--- config.mk ---
export PLATFORM = sky130hd
export DESIGN_NAME = positional_list_engine_unit_flat
export DESIGN_NICKNAME = d
export VERILOG_FILES = /design/src/ple_pkg.sv /design/src/ple_if.sv /design/src/positional_list_engine_unit.sv /design/src/ple_ram.sv /design/src/ple_seq.sv /design/src/flat_wrapper.sv
export SDC_FILE = /design/constraint.sdc
export NUM_CORES = 2
export LEC_CHECK = 0
export BUFFER_PORTS_ARGS = -buffer_cell sky130_fd_sc_hd__buf_2
export CORE_ASPECT_RATIO = 1.1
export CORE_MARGIN = 2
export CORE_UTILIZATION = 25
export CTS_BUF_LIST = sky130_fd_sc_hd__clkbuf_4
export DETAILED_ROUTE_END_ITERATION = 16
export PLACE_DENSITY_LB_ADDON = 0.2
export SKIP_LAST_GASP = 1
export SYNTH_ARGS = -nofsm -noshare
export SYNTH_HDL_FRONTEND = slang
export SYNTH_SLANG_ARGS = --single-unit
export TNS_END_PERCENT = 10
--- constraint.sdc ---
create_clock -name clock -period 4.5 [get_ports clock]
set_input_delay 0.45 -clock clock [delete_from_list [all_inputs] [get_ports clock]]
set_output_delay 0.45 -clock clock [all_outputs]
set_load 0.02 [all_outputs]
--- src/ple_pkg.sv ---
// ----------------------------------------------------------------------------
// ple_pkg
// Shared constants, codes, types and helpers of the positional list engine.
// ----------------------------------------------------------------------------
package ple_pkg;

   localparam int CAPACITY   = 32;
   localparam int DATA_WIDTH = 32;

   localparam int CMD_W  = 2;
   localparam int POS_W  = 6;
   localparam int VAL_W  = 32;
   localparam int STAT_W = 2;
   localparam int LEN_W  = 6;

   localparam int ADDR_W = (CAPACITY > 1) ? $clog2(CAPACITY) : 1;
   localparam int CNT_W  = $clog2(CAPACITY + 1);
   localparam int CMP_W  = (POS_W > CNT_W) ? POS_W + 1 : CNT_W + 1;

   localparam logic [CMD_W-1:0] CMD_INSERT = 2'd0;
   localparam logic [CMD_W-1:0] CMD_ERASE  = 2'd1;
   localparam logic [CMD_W-1:0] CMD_READ   = 2'd2;

   localparam logic [STAT_W-1:0] ST_OK    = 2'd0;
   localparam logic [STAT_W-1:0] ST_FULL  = 2'd1;
   localparam logic [STAT_W-1:0] ST_RANGE = 2'd2;
   localparam logic [STAT_W-1:0] ST_EMPTY = 2'd3;

   typedef struct packed {
      logic                  wr_en;
      logic [ADDR_W-1:0]     wr_addr;
      logic [DATA_WIDTH-1:0] wr_data;
      logic [ADDR_W-1:0]     rd_addr;
   } ram_req_type;

   typedef struct packed {
      logic [STAT_W-1:0]       status;
      logic [LEN_W-1:0]        length;
      logic signed [VAL_W-1:0] read_value;
   } rsp_beat_type;

   // Sign-extend a stored word and cut it to the result field.
   function automatic logic signed [VAL_W-1:0] to_field(input logic [DATA_WIDTH-1:0] d);
      logic [DATA_WIDTH+VAL_W-1:0] ext;
      ext = {{VAL_W{d[DATA_WIDTH-1]}}, d};
      return ext[VAL_W-1:0];
   endfunction

   // Sign-extend an input value and keep the stored width.
   function automatic logic [DATA_WIDTH-1:0] to_store(input logic signed [VAL_W-1:0] v);
      logic [DATA_WIDTH+VAL_W-1:0] ext;
      ext = {{DATA_WIDTH{v[VAL_W-1]}}, v};
      return ext[DATA_WIDTH-1:0];
   endfunction

endpackage

--- src/ple_if.sv ---
// ----------------------------------------------------------------------------
// ple_req_if / ple_rsp_if
// Valid/ready channels carrying command beats in and result beats out.
// ----------------------------------------------------------------------------
interface ple_req_if;
   import ple_pkg::*;

   logic                    valid;
   logic                    ready;
   logic [CMD_W-1:0]        cmd;
   logic [POS_W-1:0]        position;
   logic signed [VAL_W-1:0] value;

   modport source (output valid, output cmd, output position, output value, input ready);
   modport sink   (input valid, input cmd, input position, input value, output ready);
endinterface

interface ple_rsp_if;
   import ple_pkg::*;

   logic                    valid;
   logic                    ready;
   logic [STAT_W-1:0]       status;
   logic [LEN_W-1:0]        length;
   logic signed [VAL_W-1:0] read_value;

   modport source (output valid, output status, output length, output read_value,
                   input ready);
   modport sink   (input valid, input status, input length, input read_value,
                   output ready);
endinterface

--- src/positional_list_engine_unit.sv ---
// ----------------------------------------------------------------------------
// positional_list_engine_unit
// Ordered list of signed words with insert, erase and read by position.
// ----------------------------------------------------------------------------
// Usage:
//  - req carries one command beat: cmd (insert, erase, read), a zero-based
//    position and, for insert, the value. Insert at position equal to the
//    length appends.
//  - rsp returns exactly one beat per command: status (ok, full, out of
//    range, empty), the length after the command, and the element read or
//    erased (zero otherwise). Failed commands leave the list untouched.
//  - The list lives in one element RAM with a registered read.
//    Insert and erase move every element behind the position by one slot,
//    one element per cycle through that single RAM port pair.
//  - An error goes straight to the result stage; a read, an append or an
//    erase of the last element passes through one RAM read or write state
//    first, and an insert or erase that shifts also runs the shift loop
//    through the RAM. req is taken again the cycle after the result beat
//    leaves the sequencer, so a new command is not accepted until the last
//    one is through the sequencer.
//  - Reset empties the list; no RAM sweep is needed because
//    only entries below the length are ever read.
//  - While rsp is stalled the finished beat holds in the output register;
//    the next command is accepted meanwhile and waits for the slot to free.
// ----------------------------------------------------------------------------
module positional_list_engine_unit (
   input  logic       clock,
   input  logic       reset,
   ple_req_if.sink    req,
   ple_rsp_if.source  rsp
);
   import ple_pkg::*;

   ram_req_type           ram;
   logic [DATA_WIDTH-1:0] rd_data;
   rsp_beat_type          beat;
   logic                  emit;
   logic                  slot_free;

   logic                  rsp_valid_ff;
   rsp_beat_type          rsp_beat_ff;

   // the output slot frees when empty or when its beat is taken this cycle
   assign slot_free = !rsp_valid_ff || rsp.ready;

   ple_seq u_seq (
      .clock     (clock),
      .reset     (reset),
      .req       (req),
      .slot_free (slot_free),
      .emit      (emit),
      .beat      (beat),
      .ram       (ram),
      .rd_data   (rd_data)
   );

   ple_ram #(
      .WIDTH (DATA_WIDTH),
      .DEPTH (CAPACITY)
   ) u_ram (
      .clock   (clock),
      .wr_en   (ram.wr_en),
      .wr_addr (ram.wr_addr),
      .wr_data (ram.wr_data),
      .rd_addr (ram.rd_addr),
      .rd_data (rd_data)
   );

   // Output register: load a new beat on emit, drop it once taken.
   always_ff @(posedge clock) begin
      if (reset) begin
         rsp_valid_ff <= 1'b0;
      end else if (emit) begin
         rsp_valid_ff <= 1'b1;
      end else if (rsp.ready) begin
         rsp_valid_ff <= 1'b0;
      end
      if (emit) begin
         rsp_beat_ff <= beat;
      end
   end

   assign rsp.valid      = rsp_valid_ff;
   assign rsp.status     = rsp_beat_ff.status;
   assign rsp.length     = rsp_beat_ff.length;
   assign rsp.read_value = rsp_beat_ff.read_value;
endmodule

--- src/ple_ram.sv ---
// ----------------------------------------------------------------------------
// ple_ram
// Generic single-write, single-read synchronous RAM with registered read.
// ----------------------------------------------------------------------------
module ple_ram #(
   parameter int WIDTH = 32,
   parameter int DEPTH = 32
) (
   input  logic                             clock,
   input  logic                             wr_en,
   input  logic [$clog2(DEPTH)-1:0]         wr_addr,
   input  logic [WIDTH-1:0]                 wr_data,
   input  logic [$clog2(DEPTH)-1:0]         rd_addr,
   output logic [WIDTH-1:0]                 rd_data
);
   logic [WIDTH-1:0] mem [DEPTH];
   logic [WIDTH-1:0] rd_data_ff;

   always_ff @(posedge clock) begin
      if (wr_en) begin
         mem[wr_addr] <= wr_data;
      end
      rd_data_ff <= mem[rd_addr];
   end

   assign rd_data = rd_data_ff;
endmodule

--- src/ple_seq.sv ---
// ----------------------------------------------------------------------------
// ple_seq
// Command sequencer: checks each command, shifts list entries through the
// element RAM one per cycle, and hands a finished result to the output stage.
// ----------------------------------------------------------------------------
module ple_seq (
   input  logic                          clock,
   input  logic                          reset,
   ple_req_if.sink                       req,
   input  logic                          slot_free,
   output logic                          emit,
   output ple_pkg::rsp_beat_type         beat,
   output ple_pkg::ram_req_type          ram,
   input  logic [ple_pkg::DATA_WIDTH-1:0] rd_data
);
   import ple_pkg::*;

   typedef enum logic [2:0] {
      S_IDLE, S_CAPTURE, S_SHIFT, S_PUT, S_DONE
   } state_type;

   state_type             state_ff, state_in;
   logic [CNT_W-1:0]      count_ff, count_in;
   logic [CMD_W-1:0]      cmd_ff, cmd_in;
   logic [ADDR_W-1:0]     pos_ff, pos_in;
   logic [DATA_WIDTH-1:0] val_ff, val_in;
   logic [STAT_W-1:0]     status_ff, status_in;
   logic signed [VAL_W-1:0] result_ff, result_in;
   logic [ADDR_W-1:0]     cur_ff, cur_in;
   logic [ADDR_W-1:0]     last_ff, last_in;
   logic [ADDR_W-1:0]     dst_ff, dst_in;
   logic                  pend_ff, pend_in;
   logic                  more_ff, more_in;
   logic                  up_ff, up_in;

   logic [CMP_W-1:0]      req_pos_c, count_c, pos_ff_c;
   logic [CNT_W-1:0]      new_count;

   assign req_pos_c = CMP_W'(req.position);
   assign count_c   = CMP_W'(count_ff);
   assign pos_ff_c  = CMP_W'(pos_ff);

   assign req.ready = (state_ff == S_IDLE);

   always_comb begin
      new_count = count_ff;
      if (status_ff == ST_OK) begin
         if (cmd_ff == CMD_INSERT) begin
            new_count = count_ff + CNT_W'(1);
         end else if (cmd_ff == CMD_ERASE) begin
            new_count = count_ff - CNT_W'(1);
         end
      end
   end

   assign emit            = (state_ff == S_DONE) && slot_free;
   assign beat.status     = status_ff;
   assign beat.length     = LEN_W'(new_count);
   assign beat.read_value = result_ff;

   always_comb begin
      state_in  = state_ff;
      count_in  = count_ff;
      cmd_in    = cmd_ff;
      pos_in    = pos_ff;
      val_in    = val_ff;
      status_in = status_ff;
      result_in = result_ff;
      cur_in    = cur_ff;
      last_in   = last_ff;
      dst_in    = dst_ff;
      pend_in   = pend_ff;
      more_in   = more_ff;
      up_in     = up_ff;

      ram.wr_en   = 1'b0;
      ram.wr_addr = dst_ff;
      ram.wr_data = rd_data;
      ram.rd_addr = cur_ff;

      case (state_ff)
         S_IDLE: begin
            ram.rd_addr = req.position[ADDR_W-1:0];
            if (req.valid) begin
               cmd_in    = req.cmd;
               pos_in    = req.position[ADDR_W-1:0];
               val_in    = to_store(req.value);
               result_in = '0;
               status_in = ST_OK;
               state_in  = S_DONE;
               if (req.cmd == CMD_INSERT) begin
                  if (count_ff == CNT_W'(CAPACITY)) begin
                     status_in = ST_FULL;
                  end else if (req_pos_c > count_c) begin
                     status_in = ST_RANGE;
                  end else if (req_pos_c == count_c) begin
                     state_in = S_PUT;
                  end else begin
                     // open a hole at the position: move the tail up by one
                     cur_in   = ADDR_W'(count_ff - CNT_W'(1));
                     last_in  = req.position[ADDR_W-1:0];
                     up_in    = 1'b1;
                     more_in  = 1'b1;
                     pend_in  = 1'b0;
                     state_in = S_SHIFT;
                  end
               end else if (req.cmd inside {CMD_ERASE, CMD_READ}) begin
                  if (count_ff == '0) begin
                     status_in = ST_EMPTY;
                  end else if (req_pos_c >= count_c) begin
                     status_in = ST_RANGE;
                  end else begin
                     state_in = S_CAPTURE;
                  end
               end else begin
                  status_in = ST_RANGE;
               end
            end
         end

         S_CAPTURE: begin
            result_in = to_field(rd_data);
            state_in  = S_DONE;
            if (cmd_ff == CMD_ERASE && (pos_ff_c + CMP_W'(1)) < count_c) begin
               // close the gap: move the tail down by one
               cur_in   = pos_ff + ADDR_W'(1);
               last_in  = ADDR_W'(count_ff - CNT_W'(1));
               up_in    = 1'b0;
               more_in  = 1'b1;
               pend_in  = 1'b0;
               state_in = S_SHIFT;
            end
         end

         S_SHIFT: begin
            ram.rd_addr = cur_ff;
            ram.wr_en   = pend_ff;
            ram.wr_addr = dst_ff;
            ram.wr_data = rd_data;
            if (more_ff) begin
               pend_in = 1'b1;
               dst_in  = up_ff ? cur_ff + ADDR_W'(1) : cur_ff - ADDR_W'(1);
               if (cur_ff == last_ff) begin
                  more_in = 1'b0;
               end else begin
                  cur_in = up_ff ? cur_ff - ADDR_W'(1) : cur_ff + ADDR_W'(1);
               end
            end else begin
               pend_in  = 1'b0;
               state_in = (cmd_ff == CMD_INSERT) ? S_PUT : S_DONE;
            end
         end

         S_PUT: begin
            ram.wr_en   = 1'b1;
            ram.wr_addr = pos_ff;
            ram.wr_data = val_ff;
            state_in    = S_DONE;
         end

         S_DONE: begin
            if (slot_free) begin
               count_in = new_count;
               state_in = S_IDLE;
            end
         end

         default: begin
            state_in = S_IDLE;
         end
      endcase
   end

   always_ff @(posedge clock) begin
      if (reset) begin
         state_ff <= S_IDLE;
         count_ff <= '0;
         pend_ff  <= 1'b0;
         more_ff  <= 1'b0;
      end else begin
         state_ff <= state_in;
         count_ff <= count_in;
         pend_ff  <= pend_in;
         more_ff  <= more_in;
      end
      cmd_ff    <= cmd_in;
      pos_ff    <= pos_in;
      val_ff    <= val_in;
      status_ff <= status_in;
      result_ff <= result_in;
      cur_ff    <= cur_in;
      last_ff   <= last_in;
      dst_ff    <= dst_in;
      up_ff     <= up_in;
   end
endmodule

--- src/flat_wrapper.sv ---
// flat-port wrapper written by rule: the top's interface ports become plain ports
module positional_list_engine_unit_flat import ple_pkg::*;
  (clock, reset, req_valid, req_cmd, req_position, req_value, req_ready, rsp_valid, rsp_status, rsp_length, rsp_read_value, rsp_ready);
  ple_req_if req_i ();
  ple_rsp_if rsp_i ();
  input  logic clock;
  input  logic reset;
  input wire logic [$bits(req_i.valid)-1:0] req_valid;
  input wire logic [$bits(req_i.cmd)-1:0] req_cmd;
  input wire logic [$bits(req_i.position)-1:0] req_position;
  input wire logic [$bits(req_i.value)-1:0] req_value;
  output wire logic [$bits(req_i.ready)-1:0] req_ready;
  output wire logic [$bits(rsp_i.valid)-1:0] rsp_valid;
  output wire logic [$bits(rsp_i.status)-1:0] rsp_status;
  output wire logic [$bits(rsp_i.length)-1:0] rsp_length;
  output wire logic [$bits(rsp_i.read_value)-1:0] rsp_read_value;
  input wire logic [$bits(rsp_i.ready)-1:0] rsp_ready;
  assign req_i.valid = req_valid;
  assign req_i.cmd = req_cmd;
  assign req_i.position = req_position;
  assign req_i.value = req_value;
  assign req_ready = req_i.ready;
  assign rsp_valid = rsp_i.valid;
  assign rsp_status = rsp_i.status;
  assign rsp_length = rsp_i.length;
  assign rsp_read_value = rsp_i.read_value;
  assign rsp_i.ready = rsp_ready;
  positional_list_engine_unit u_core (.clock(clock), .reset(reset), .req(req_i), .rsp(rsp_i));
endmodule
Word-level counts from Yosys, hierarchy flattened --
Memories as Yosys holds them, arrays and structs flattened. A register that Yosys moved wholly into a read port is not among the register bits. Index checks and enable logic that the tools add are counted.
Operators by class: mux-type cells 66, reductions and logical operators 21, eq/ne operators 20, $lt $le $gt $ge 3, add/sub/neg operators 6
Operators with widths (count):
- $mux W5 | 17
- $pmux W38 S2 | 1
- $pmux W32 S2 | 1
- $mux W3 | 11
- $mux W32 | 1
- $mux W1 | 20
- $mux W6 | 3
- $ne A2 B2 Y1 const B | 9
- $pmux W3 S5 | 1
- $pmux W5 S3 | 1
- $reduce_and A7 Y1 | 2
- $mux W2 | 6
- $add A5 B1 Y5 const B | 2
- $pmux W5 S2 | 1
- $reduce_and A9 Y1 | 1
- $reduce_and A2 Y1 | 4
- $add A5 B1 Y6 const B | 1
- $add A6 B1 Y6 const B | 1
- $eq A3 B2 Y1 const B | 2
- $eq A6 B6 Y1 | 1
- $eq A6 B6 Y1 const B | 1
- $ge A6 B6 Y1 | 1
- $gt A6 B6 Y1 | 1
- $logic_not A2 Y1 | 3
- other kinds (19) | 24
Storage, ports and cells: memories kept 1, memory bits (writable) 1024, output and inout port bits 42, bits of input ports 44, logic and storage cells 134, flip-flop bits (word level) 141
Memories:
- u_core.u_ram.mem | words 32, bits a word 32, rd ports 1, clocked after memory_dff 1, write ports 1, RTL line ple_ram.sv:16 | logic [WIDTH-1:0] mem [DEPTH];

Longest topological paths before layout --
depth in word-level cells 7, gate-level depth with buffers 11, gate-level depth less buffers 9

By module --
Synthesis repeated with hierarchy kept, for this count alone.
Unflattened totals: cell total of the unflattened synthesis 2728, area, all modules 46981.3 um2
By module, submodules not included:
- ple_ram | cells an instance 2260, times used 1, area each 40492.6 um2
- ple_seq | cells an instance 424, times used 1, area each 5241.3 um2
- positional_list_engine_unit | cells an instance 44, times used 1, area each 1247.4 um2

Least setup slack after synthesis --
Ideal clock, no wire load.
path kind register -> register, start point reg u_core.u_seq.state_ff[2], end point mem u_core.u_ram.mem[24][0] (enable), clock period less this slack 3.570 ns, slack 0.930 ns, library setup time 0.421 ns, path buffers 3, data required time 4.079 ns, stages on the path, launching flop included 9, arrival 3.149 ns, cells stage by stage dfxtp_1 > clkbuf_1 > nand3b_1 > clkbuf_1 > clkbuf_1 > nand3_1 > o21ai_0 > nand2_1 > nor2_1
On the way: word-level cells in the longest chain between the ends 4
Ends and longest elaborated chain:
- from (decl) | RTL line ple_seq.sv:22 | state_type state_ff, state_in;
- from (signal assigned) | RTL line ple_seq.sv:181 | state_ff <= state_in;
- $eq A3 B2 Y1 | RTL line ple_seq.sv:81 | case (state_ff)
- $pmux W38 S2 (*) | RTL line ple_seq.sv:81
- $mux W1 | RTL line ple_ram.sv:20 | if (wr_en) begin
- $mux W1 (implied by the code) | RTL line ple_ram.sv:21 | mem[wr_addr] <= wr_data;
- to (decl) | RTL line ple_ram.sv:16
Every way passes the cells marked *; elsewhere a longest branch is shown, timed or not.

Worst setup path in the final report --
start point reg u_core.u_seq.state_ff[2], end point out req_ready
On the way: word-level cells in the longest chain between the ends 1
Ends and longest elaborated chain:
- $logic_not A3 Y1 | RTL line ple_seq.sv:43 | assign req.ready = (state_ff == S_IDLE);
- to (decl) | RTL line flat_wrapper.sv:12 | output wire logic [$bits(req_i.ready)-1:0] req_ready;
Every way passes these cells.

==> metrics.md <==
| Metric | Value |
|---|---|
| Hold worst-path end | u_core.u_ram.rd_data[27]$_DFF_P_ |
| CTS H-Tree Depth | 5 |
| # hold bufs at CTS | a little over 80 |
| Most frequent cells in the layout | edfxtp_1, clkbuf_4, nand2_1 |
| Total GRT Usage | 15.8% |
| Final #Nets | 3440 |
| Critical R2R Capture | u_core.u_ram.mem[19][11]$_DFFE_PP_ |
| Hold path depth | 6 |
| Worst r2r src | u_core.u_seq.state_ff[1]$_SDFFE_PP0P_ |
| Worst-path maximum fanout | 39 |
| Max_cap viols | 0 |
| Worst-path clk slew | 0.06 ns |
| Run status | finished clean |
| Die extent in y | 475 um |
| Gr ovfl total | 0 |
| Mapped Area | 50400 um^2 |
| Chip width | 432 um |
| Async set or reset register ratio after synthesis | 0% |
| Vias per cell | between 4 and 5 |
| Crit end category | output port |
| Setup WS post-layout | ~0.47 ns |
| Ys Warns | 0 |
| Fin. max-slew vios | 0 |
| Number of buffers created by CTS | 338 |
| Clk Latency, worst-skew pair | approximately 1.3 ns |
| Hold Crit Start | req_position[0] |
| Synth-to-Final Area Change | 18.1% |
| # Post-CTS Setup Buffers | 0 |
| Cell taking the most area after synthesis | edfxtp_1 |
| Drt drc | 0 |
| Syn avg cell area | 17.0 um^2 |
| Setup CP Type | flip-flop to output port |
| CTS Sinks | 1197 |
| Fin crit period | 4.03 ns |
| Antenna violations before repair | 4 |
| DR iter-0 viols | 2372 |
| Final Hold Fails | 0 |
| Share of cells above drive strength 1 | 30.7% |
| Largest net degree at the start of global routing | 93 |
| R2R setup slack | 0.73 ns |
| Post-DP HPWL | 91000 um |
| WL final | 163000 um |
| Clock Tree Buf Depth | 4 |
| Syn Nets | 3022 |
| # setup viols final | 0 |
| I/O pins | 86 |
| Unique masters post-synth | slightly above 70 |
| Highest Clock Rate | 248 MHz |
| Post-DRT Antenna Nets | 0 |
| CP arrival | 3.58 ns |
| Worst hold path class | input pin to flip-flop |
| Slew headroom | a little under two fifths |
| GPL Wtd Cong | 0.769 |
| Place WS | 0.819 ns |
| Routed length per instance | between 20 and 30 um |
| Crit start category | flip-flop |
| Number of global-route vias before repair | 30969 |
| Most common cell after layout, fill and taps aside | edfxtp_1 |
| Row cnt | 172 |
| Sw Share | 27.0% |
| Root buf cell | clkbuf_4 |
| Gate power share | 12.1% |
| Pwr Density | 448 nW/um^2 |
| Sw Pwr | 7.20 mW |
| RSZ-0062 raised after global routing | no |
| Total core area | about 200000 um^2 |
| Worst vdd ir | between 0.0002 and 0.00025 V |
| EDFF count, synth | 1153 |
| Worst slew pin tran | 0.943 ns |
| Cells after Synth | 2960 |
| Worst r2r path cells | 5 |
| Via Count | 29793 |
| Initial Util | 25.2% |
| FF+latch count, synth | 1197 |
| Tcrit/Tclk final | between 80% and 90% |
| Top cells by area, synth | edfxtp_1, mux4_2, nand2_1 |
| Int Pwr | around 20 mW |
| Post-synthesis sequential area ratio | 70.5% |
| Sequential group share of total power | 50.9% |
| Post-cts sizing count | 0 |
| TritonCTS clock tree | done |
| First-pass GRT wire length | 230000 um |
| Synth Flop Type | edfxtp_1 |
| FILL cells | roughly 20000 |
| Die area | 205000 um^2 |
| Leakage power | 19.4 nW |
| Port Buf Inserts | 85 |
| Final Power | 26.7 mW |
| DRT Pass-1 Iters | 5 |
| Clock share of power | 37.0% |
| Worst Skew | 0.116 ns |
| CP required | 4.05 ns |
| Top-area cell type share of the netlist area | 68.7% |
| Final TNS setup | 0 ns |
==> synthesized netlist by cell type (13+ instances only) <==
master,instances
edfxtp_1,1153
nand2_1,349
mux4_2,280
nor2_1,232
clkbuf_1,103
mux2i_1,83
nand3_1,81
a32oi_1,65
buf_2,52
o21ai_0,52
dfxtp_1,44
a21oi_1,43
and2_1,40
nand4_1,35
mux2_2,34
o211ai_1,34
a221o_1,31
buf_6,20
ha_1,18
xnor2_1,17
inv_1,16
nor3_1,16
buf_4,13
nor4_1,13
nor4_2,13
==> critical path: stages (launching register included) <==
cell	delay (ns)
dfxtp_1	0.48
or3_4	0.65
inv_6	0.26
buf_4	0.60
buf_2	0.30
==> power groups by stage <==
stage / sequential, mW / clock (mW) / combinational, mW
6_report: 13.6 / 9.86 / 3.23
5_1_grt: 13.6 / 10.8 / 3.51
4_1_cts: 13.6 / 10.2 / 3.30
3_5_place_dp: 13.8 / 0 / 3.23
3_3_place_gp: 13.8 / 0 / 3.24
2_1_floorplan: 13.6 / 0 / 1.89
==> cells by family (layout without fill, tap and decap cells) <==
logic type	after synthesis	in the layout	share of synthesized area, %
flops	1197	1197	70.5
simple gates	825	825	7.41
mux	399	399	15.0
compound gates	282	282	4.13
buf+inv	212	869	2.11
xor+xnor	27	27	0.469
fa+ha+maj	18	18	0.447
other cells	0	2	0
==> flip-flops by register name (all words and copies together), names as in the netlist <==
signal                  count
u_core.u_ram.mem         1024
u_core.rsp.length           6
u_core.rsp.read_value      32
u_core.u_seq.val_ff        32
u_core.u_seq.last_ff        5
u_core.rsp.status           2
u_core.rsp.valid            1
u_core.u_seq.cmd_ff         2
u_core.u_seq.up_ff          1
u_core.u_seq.result_ff     32
u_core.u_seq.status_ff      2
u_core.u_seq.pend_ff        1
u_core.u_seq.cur_ff         5
u_core.u_seq.dst_ff         5
u_core.u_seq.count_ff       6
u_core.u_ram.rd_data       32
u_core.u_seq.more_ff        1
u_core.u_seq.state_ff       3
u_core.u_seq.pos_ff         5
==> how the worst max path moves through the flow <==
stage                                                     start                                  to  slack [ns]  cells after the start
after floorplan           u_core.u_seq.state_ff[2]$_SDFFE_PP0P_   u_core.u_ram.mem[24][0]$_DFFE_PP_        0.93                      8
after global placement    u_core.u_seq.state_ff[1]$_SDFFE_PP0P_  u_core.u_ram.mem[18][12]$_DFFE_PP_        0.81                      5
after detailed placement  u_core.u_seq.state_ff[1]$_SDFFE_PP0P_   u_core.u_ram.mem[5][29]$_DFFE_PP_        0.82                      5
after CTS                 u_core.u_seq.state_ff[2]$_SDFFE_PP0P_                           req_ready        0.27                      4
after global routing      u_core.u_seq.state_ff[1]$_SDFFE_PP0P_                           req_ready        0.23                      4
final                     u_core.u_seq.state_ff[2]$_SDFFE_PP0P_                           req_ready        0.47                      4
==> routing by layer <==
metal	vias up	routed length (um)	GRT usage, %
met2	984	79700	26.2
li1	12859	-	-
met5	-	0	0
met1	15700	70100	20.3
met3	250	9080	3.47
met4	0	4540	5.45
==> stage by stage <==
stage          hold slack (ns)  instance area (um^2)  std cells  util, %
2_1_floorplan            0.400                 50400       2960        -
3_3_place_gp             0.402                 54500       5565     27.3
3_5_place_dp             0.405                 54500       5565     27.3
4_1_cts                 0.0284                 59500       6227     29.8
5_1_grt                  0.107                 59500       6229     29.8
6_report                 0.214                 59500       6229     29.8
==> layout make-up <==
type	count	area (um^2)	area share (%)
tap	2610	3270	5.49
sequential	1197	35500	59.7
clock inverter	59	260	0.437
inverter	18	72.6	0.122
timing repair buffer	272	2360	3.97
multi-input combinational	1551	14100	23.8
antenna	2	5.00	0.00841
clock buffer	520	3900	6.56
No activity file was read; power rests on OpenSTA's default activity.
